<file path="src/rtl/pinhole_point_projection_unit_assert.svh">
// Assertion macros for the pinhole point projection unit.
// Depends on nothing; included by the top level.
`ifndef PINHOLE_POINT_PROJECTION_UNIT_ASSERT_SVH
`define PINHOLE_POINT_PROJECTION_UNIT_ASSERT_SVH

// Same-cycle implication
`define PPP_ASSERT_NOW(label, clk, rst, ante, cons) \
   label: assert property (@(posedge clk) disable iff (rst) (ante) |-> (cons)) \
      else $error("assertion failed");

// Next-cycle implication
`define PPP_ASSERT_NEXT(label, clk, rst, ante, cons) \
   label: assert property (@(posedge clk) disable iff (rst) (ante) |=> (cons)) \
      else $error("assertion failed");

`endif

</file>
<file path="src/rtl/ppp_pkg.sv">
// Shared types and constants of the pinhole point projection unit.
// Depends on nothing.
`default_nettype none
package ppp_pkg;
   localparam int COORD_W = 16;
   localparam int ROT_W   = 16;
   localparam int ROT_FRAC = 14;
   localparam int CSR_W   = 48;
   localparam int INTR_W  = 12;
   localparam int CAM_W   = 34;   // camera-frame coordinate
   localparam int PROD_W  = 47;   // intrinsic product
   localparam int NUM_W   = 48;   // signed numerator
   localparam int DIV_W   = 52;   // divider working width
   localparam int QBITS   = 17;   // quotient bits below the overflow test
   localparam int IDX_W   = 4;

   typedef enum logic [IDX_W-1:0] {
      REG_ROT_ROW0    = 4'd0,
      REG_ROT_ROW1    = 4'd1,
      REG_ROT_ROW2    = 4'd2,
      REG_TRANSLATION = 4'd3,
      REG_FOCAL_X     = 4'd4,
      REG_FOCAL_Y     = 4'd5,
      REG_CENTER_X    = 4'd6,
      REG_CENTER_Y    = 4'd7
   } reg_idx_type;

   typedef struct packed {
      logic valid;
      logic neg;
      logic behind;
   } meta_type;

   typedef struct packed {
      logic [CSR_W-1:0]  rot_row0;
      logic [CSR_W-1:0]  rot_row1;
      logic [CSR_W-1:0]  rot_row2;
      logic [CSR_W-1:0]  translation;
      logic [INTR_W-1:0] focal_x;
      logic [INTR_W-1:0] focal_y;
      logic [INTR_W-1:0] center_x;
      logic [INTR_W-1:0] center_y;
   } cam_cfg_type;
endpackage
`default_nettype wire

</file>
<file path="src/rtl/ppp_round_div.sv">
// Pipelined restoring divider, one quotient bit per stage, with sign and
// 16-bit saturation in the last stage; rounding comes from the operands. Depends on ppp_pkg.
`default_nettype none
module ppp_round_div import ppp_pkg::*; (
   input  wire logic              clock,
   input  wire logic              reset,
   input  wire logic              advance,
   input  wire meta_type          meta_in,
   input  wire logic [DIV_W-1:0]  num_in,
   input  wire logic [DIV_W-1:0]  den_in,
   output logic                   out_valid,
   output logic                   out_behind,
   output logic signed [COORD_W-1:0] out_pixel
);
   logic [DIV_W-1:0] rem_ff [QBITS+1];
   logic [DIV_W-1:0] den_ff [QBITS+1];
   logic [QBITS-1:0] quo_ff [QBITS+1];
   logic             ovf_ff [QBITS+1];
   meta_type         meta_ff [QBITS+1];
   logic             valid_ff, behind_ff;
   logic signed [COORD_W-1:0] pixel_ff, pixel_in;

   // stage 0: quotient would not fit in QBITS bits
   always_ff @(posedge clock) begin
      if (reset) begin
         meta_ff[0] <= '0;
      end else if (advance) begin
         meta_ff[0] <= meta_in;
      end
   end
   always_ff @(posedge clock) begin
      if (advance) begin
         rem_ff[0] <= num_in;
         den_ff[0] <= den_in;
         quo_ff[0] <= '0;
         ovf_ff[0] <= (num_in >= (den_in << QBITS));
      end
   end

   // one stage per quotient bit, MSB first
   for (genvar k = 0; k < QBITS; k++) begin : g_bit
      logic [DIV_W-1:0] shifted;
      logic             take;
      logic [QBITS-1:0] quo_in;
      always_comb begin
         shifted = den_ff[k] << (QBITS - 1 - k);
         take    = (rem_ff[k] >= shifted);
         quo_in  = quo_ff[k];
         quo_in[QBITS-1-k] = take;
      end
      always_ff @(posedge clock) begin
         if (reset) begin
            meta_ff[k+1] <= '0;
         end else if (advance) begin
            meta_ff[k+1] <= meta_ff[k];
         end
      end
      always_ff @(posedge clock) begin
         if (advance) begin
            rem_ff[k+1] <= take ? rem_ff[k] - shifted : rem_ff[k];
            den_ff[k+1] <= den_ff[k];
            quo_ff[k+1] <= quo_in;
            ovf_ff[k+1] <= ovf_ff[k];
         end
      end
   end

   // sign, saturation and the behind-camera override
   always_comb begin
      if (meta_ff[QBITS].behind) begin
         pixel_in = '0;
      end else if (meta_ff[QBITS].neg) begin
         if (ovf_ff[QBITS] || quo_ff[QBITS] > QBITS'(32768))
            pixel_in = 16'sh8000;
         else
            pixel_in = COORD_W'(~quo_ff[QBITS] + 1'b1);
      end else begin
         if (ovf_ff[QBITS] || quo_ff[QBITS] > QBITS'(32767))
            pixel_in = 16'sh7fff;
         else
            pixel_in = COORD_W'(quo_ff[QBITS]);
      end
   end

   always_ff @(posedge clock) begin
      if (reset) begin
         valid_ff <= 1'b0;
      end else if (advance) begin
         valid_ff <= meta_ff[QBITS].valid;
      end
   end
   always_ff @(posedge clock) begin
      if (advance) begin
         pixel_ff  <= pixel_in;
         behind_ff <= meta_ff[QBITS].behind;
      end
   end

   assign out_valid  = valid_ff;
   assign out_behind = behind_ff;
   assign out_pixel  = pixel_ff;
endmodule
`default_nettype wire

</file>
<file path="config.mk">
export PLATFORM = sky130hd
export DESIGN_NAME = ppp_round_div
export DESIGN_NICKNAME = d
export VERILOG_FILES = /design/src/rtl/pinhole_point_projection_unit_assert.svh /design/src/rtl/ppp_pkg.sv /design/src/rtl/ppp_round_div.sv
export SDC_FILE = /design/constraint.sdc
export NUM_CORES = 2
export LEC_CHECK = 0
export BUFFER_PORTS_ARGS = -buffer_cell sky130_fd_sc_hd__clkbuf_2
export CORE_UTILIZATION = 30
export CTS_CLUSTER_DIAMETER = 60
export CTS_CLUSTER_SIZE = 8
export DETAILED_ROUTE_END_ITERATION = 7
export GPL_TIMING_DRIVEN = 0
export HOLD_SLACK_MARGIN = 0.15
export MAX_ROUTING_LAYER = met4
export PLACE_DENSITY = 0.53
export SETUP_SLACK_MARGIN = 0.15
export SLEW_MARGIN = 0
export SYNTH_ARGS = -nofsm -noshare
export SYNTH_HDL_FRONTEND = slang
export SYNTH_SLANG_ARGS = --single-unit
</file>
<file path="constraint.sdc">
create_clock -name clock -period 11.9 [get_ports clock]
set_input_delay 2.38 -clock clock [delete_from_list [all_inputs] [get_ports clock]]
set_output_delay 2.38 -clock clock [all_outputs]
set_load 0.005 [all_outputs]
</file>
# Word-level counts from Yosys, hierarchy flattened
# Memory sizes are Yosys's and may differ from the RTL's.
# Index checks and enable logic that the tools add are counted.
# totals
reg_bits	18
latch_bits	0
mem_bits_rw	2250
mem_bits_ro	0
mem_count	5
# memory_table
memory	depth	width	rd	rd_clocked_by_memory_dff	write_ports	line	source
den_ff	18	52	17	0	18	ppp_round_div.sv:16	logic [DIV_W-1:0] den_ff [QBITS+1];
rem_ff	18	52	17	0	18	ppp_round_div.sv:15	logic [DIV_W-1:0] rem_ff [QBITS+1];
quo_ff	18	17	18	0	18	ppp_round_div.sv:17	logic [QBITS-1:0] quo_ff [QBITS+1];
meta_ff	18	3	18	0	18	ppp_round_div.sv:19	meta_type meta_ff [QBITS+1];
ovf_ff	18	1	18	0	18	ppp_round_div.sv:18	logic ovf_ff [QBITS+1];
# op_classes
addsub	18
mul	0
div	0
magnitude_cmp	20
eq_ne	0
shifts	0
muxes	44
n_bitwise	19
n_reduce_logical	2
# op_table
operator	count
52-bit greater-or-equal comparator	18
52-bit 2-to-1 mux	17
52-bit subtractor	17
3-bit 2-to-1 mux	18
16-bit 2-to-1 mux	3
1-bit bitwise OR	18
17-bit by 15-bit > comparator with 1-bit output, second input constant	1
17-bit by 16-bit > comparator with 1-bit output, second input constant	1
16-bit by 1-bit adder with 16-bit output, second input constant	1
16-bit inverter	1
1-bit 2-to-1 mux	6
1-bit logical OR	2

# Depth between registers and ports, before layout
# An unclocked memory read counts as a cell.
# depth
depth_word	5
depth_mapped	18

# Worst setup path after synthesis
# OpenSTA, ideal clock, no wires.
# synth_path
path_kind	input -> register
from	input den_in[2]
to	memory ovf_ff[0] (data pin)
setup_ps	169
t_arrival_ps	4252
t_required_ps	11731
slack_ps	7479
path_stages	13
cell_sequence	inv_1 ha_1 nor4b_1 nand3_1 o21ai_0 a21o_1 a21o_1 a21oi_1 o21bai_1 a41oi_1 o41ai_1 a221oi_1 o31ai_1
# synth_lines
element	line	source
start: declaration	ppp_round_div.sv:10	input wire logic [DIV_W-1:0] den_in,
end: declaration	ppp_round_div.sv:18	

==> reports/metrics.csv <==
stage,metric,value,unit
clocking,Post-CTS Hold Buffers,0,
setup_path,"delay-heaviest family, CP",compound AO/OA/AOI/OAI gates,
layout,layout cells sized above 1,8.46,%
setup_path,crit end category,flip-flop,
power_and_ir_drop,clock network power share,25.3,%
flow_run,Max Cap Viol,0,
placement,Detail Placement HPWL,222000,µm
sta,final setup vio count,0,
setup_path,worst-path fanout max,10,
synth,Post-Synthesis Cells,9645,
floorplan,FP Rows,221,
placement,# port buffers,127,
clocking,H-tree levels,5,
detailed_routing,Detailed Routing Iterations Pass 1,7,
synth,YS warnings,0,
placement,Final GP Congestion,1.00,
detailed_routing,DR iter-0 viols,3592,
setup_path,Buf/Inv on CP,3,
synth,number of enable flip-flop cells after synthesis,2010,
detailed_routing,via/cell ratio,4.85,
power_and_ir_drop,Sw Pwr,12.6,mW
clocking,clock-pin slew on the worst setup and hold paths,0.05,ns
setup_path,CP startpoint,den_ff[13][1],
detailed_routing,ANT nets after route,0,
sta,clock period minus worst slack,6.88,ns
setup_path,crit-path cells,inv_1 > ha_1 > a21oi_1 > o211ai_1 > a221oi_1 > o21ai_0 > a41oi_1 > o211ai_1 > nand3_1 > a32oi_1 > a21oi_1 > clkbuf_1 > buf_1 > o21ai_0,
status,status,finished clean,
setup_path,R2R Path Start,den_ff[13][1],
grt,vias in the first global route,76900,
sta,final hold vios,0,
floorplan,Die Span Y,606,µm
synth,Post-synth top flop,edfxtp_1,
setup_path,crit path DAT,7.44,ns
sta,Pins Over Slew Limit,0,
clocking,postcts setup bufs,0,
detailed_routing,total routed wirelength,287000,µm
synth,"area leader, netlist",edfxtp_1,
clocking,CTS tree,yes,
layout,Sequential Area,0.0604,mm²
synth,top-area cell type share of the netlist area,55.1,%
clocking,TritonCTS Sinks,2011,
clocking,Clock Tree Buf Depth,4,
synth,syn nets,10600,
floorplan,Core Footprint,0.363,mm²
sta,setup total negative slack,0,ns
synth,Yosys reg bits,2011,
setup_path,WS Path Type,reg -> reg,
detailed_routing,WL per Instance,19.1,µm
setup_path,CP max stage delay,0.95,ns
setup_path,Worst Path Required,12.46,ns
power_and_ir_drop,Sw Ratio,38.1,%
layout,multi-input logic area,0.0446,mm²
power_and_ir_drop,P_int,20.5,mW
sta,unrepaired setup endpoints after global routing,false,
setup_path,Crit-path slowest cell,a21oi_1,
layout,Post-Layout Cell Count,15000,
power_and_ir_drop,Leak,51.0,nW
synth,Async SR Flop Fraction,0,%
power_and_ir_drop,sequential power share,32.8,%
floorplan,die area,0.368,mm²
hold_path,worst min-delay path startpoint,quo_ff[11][14],
power_and_ir_drop,combinational power share,41.9,%
synth,sequential share of the synthesized area,55.1,%
clocking,post-CTS sizing,0,
synth,Avg Inst Size Synth,11.4,µm²
placement,Placed Cells,14600,
hold_path,Min-Delay Path Class,reg -> reg,
floorplan,Starting Density,30.2,%
grt,largest net degree at the start of global routing,125,
sta,Clock Skews,0.0503,ns
power_and_ir_drop,Pwr Density,263,mW/mm²
detailed_routing,via count,72800,
clocking,Root Buffer,clkbuf_16,
grt,Global Route Usage Sum,15.8,%
sta,Peak Freq,145,MHz
synth,Post-Syn Area,0.110,mm²
clocking,TritonCTS buffer count,319,
sta,post-route clock period utilization,57.8,%
clocking,clk_lat worst skew,0.92,ns
layout,layout net count,11000,
layout,FILL cells,35400,
grt,first-pass GRT wire length,439000,µm
setup_path,Setup crit start kind,flip-flop,
grt,remaining global-route overflow,0,
power_and_ir_drop,maximum vdd drop,0.000139,V
sta,Worst Tran Pin Value,1.35,ns
synth,Synth cell types,91,
layout,Area Growth Syn to Fin,15.1,%
floorplan,# IOs,128,
detailed_routing,Residual DRC,0,
floorplan,Die X,606,µm
grt,initial antenna violation count,8,
synth,ranking of synthesized cells by area,"edfxtp_1, ha_1, o21ai_0",
sta,worst rel slew slack,9.16,%
synth_stat cells (16+ instances only):
cell      number
a211o_1       16
a211oi_1      37
a21boi_0      23
a21o_1       422
a21oi_1      724
a221oi_1      25
a31oi_1       67
a41oi_1       18
and2_1        82
and3_1        58
and4_1        23
buf_1         16
buf_2         22
clkbuf_1     226
edfxtp_1    2010
fa_1          16
ha_1         785
inv_1        971
mux2_2       234
nand2_1      827
nand2b_1     100
nand3_1      149
nand4_1      154
nand4b_1      17
nor2_1       374
nor2b_1      112
nor3_1        85
nor4_1        39
o211ai_1      49
o21a_1        65
o21ai_0      791
o21bai_1     102
o31a_1        22
o31ai_1       57
or2_2         27
or3_1         33
or4_1         17
xnor2_1      355
xor2_1       266
metal layers:
metal	track usage [%]	part of all wire (%)
met4	10.6	7.5
met2	28.9	52
met3	1.82	2.9
met5	-	0
met1	15.7	38
final timing paths:
kind	endpoint	slack, ns	cells after the start
hold / removal	quo_ff[12][14]	0.38	0
setup / recovery	rem_ff[14][50]	5.02	14
hold reg to reg	quo_ff[12][14]	0.38	0
setup reg to reg	rem_ff[14][50]	5.02	14
power groups by stage:
| stage | clock, mW | sequential (mW) | combinational, mW |
|---|---|---|---|
| 6_report | 8.37 | 10.9 | 13.9 |
| 5_1_grt | 8.92 | 11.0 | 15.4 |
| 4_1_cts | 8.67 | 10.9 | 14.0 |
| 3_5_place_dp | 0 | 11.0 | 13.9 |
| 3_3_place_gp | 0 | 11.5 | 13.8 |
| 2_1_floorplan | 0 | 10.6 | 9.95 |
final cells by class:
class,count,share of cell area [%]
diodes,3,0.00595
clock buffers,349,6.44
well taps,4794,4.76
clock inverters,86,0.945
plain buffers,267,0.831
flip-flops and latches,2011,47.9
inverters,973,2.90
multi-input cells,6394,35.3
repair buffers,149,0.932
stage by stage:
stage | power, mW | hold WS (ns) | cell area [µm²] | setup slack (ns) | util [%]
finish | 33.1 | 0.385 | 126000 | 5.02 | 34.7
CTS | 33.5 | 0.379 | 126000 | 4.85 | 34.7
floorplan | 20.5 | 0.400 | 110000 | 7.48 | -
global route | 35.4 | 0.398 | 126000 | 4.64 | 34.7
detailed placement | 24.9 | 0.405 | 117000 | 4.89 | 32.2
global placement | 25.4 | 0.401 | 116000 | -28.08 | 32.0
logic make-up after synthesis:
family	after synthesis	synth area share, %
buf+inv	1240	4.29
xor+xnor	621	4.96
mux	247	2.52
flops	2011	55.1
compound gates	2580	14.4
simple gates	2145	9.44
fa+ha+maj	801	9.25
state kept, by name, summed over array words and instances (netlist names):
name        count
ovf_ff         18
out_valid       1
out_behind      1
den_ff        884
out_pixel      16
meta_ff        54
rem_ff        884
quo_ff        153
placed cells by master (no fill, tap or decap), types with 266 or more instances in the layout:
cell / netlist / layout
a21oi_1: 724 / 724
a21o_1: 422 / 422
nand2_1: 827 / 827
edfxtp_1: 2010 / 2010
clkbuf_16: 0 / 320
xnor2_1: 355 / 355
xor2_1: 266 / 266
nor2_1: 374 / 374
ha_1: 785 / 785
inv_1: 971 / 971
o21ai_0: 791 / 791
Note: power is estimated with default switching activity, not from simulation.
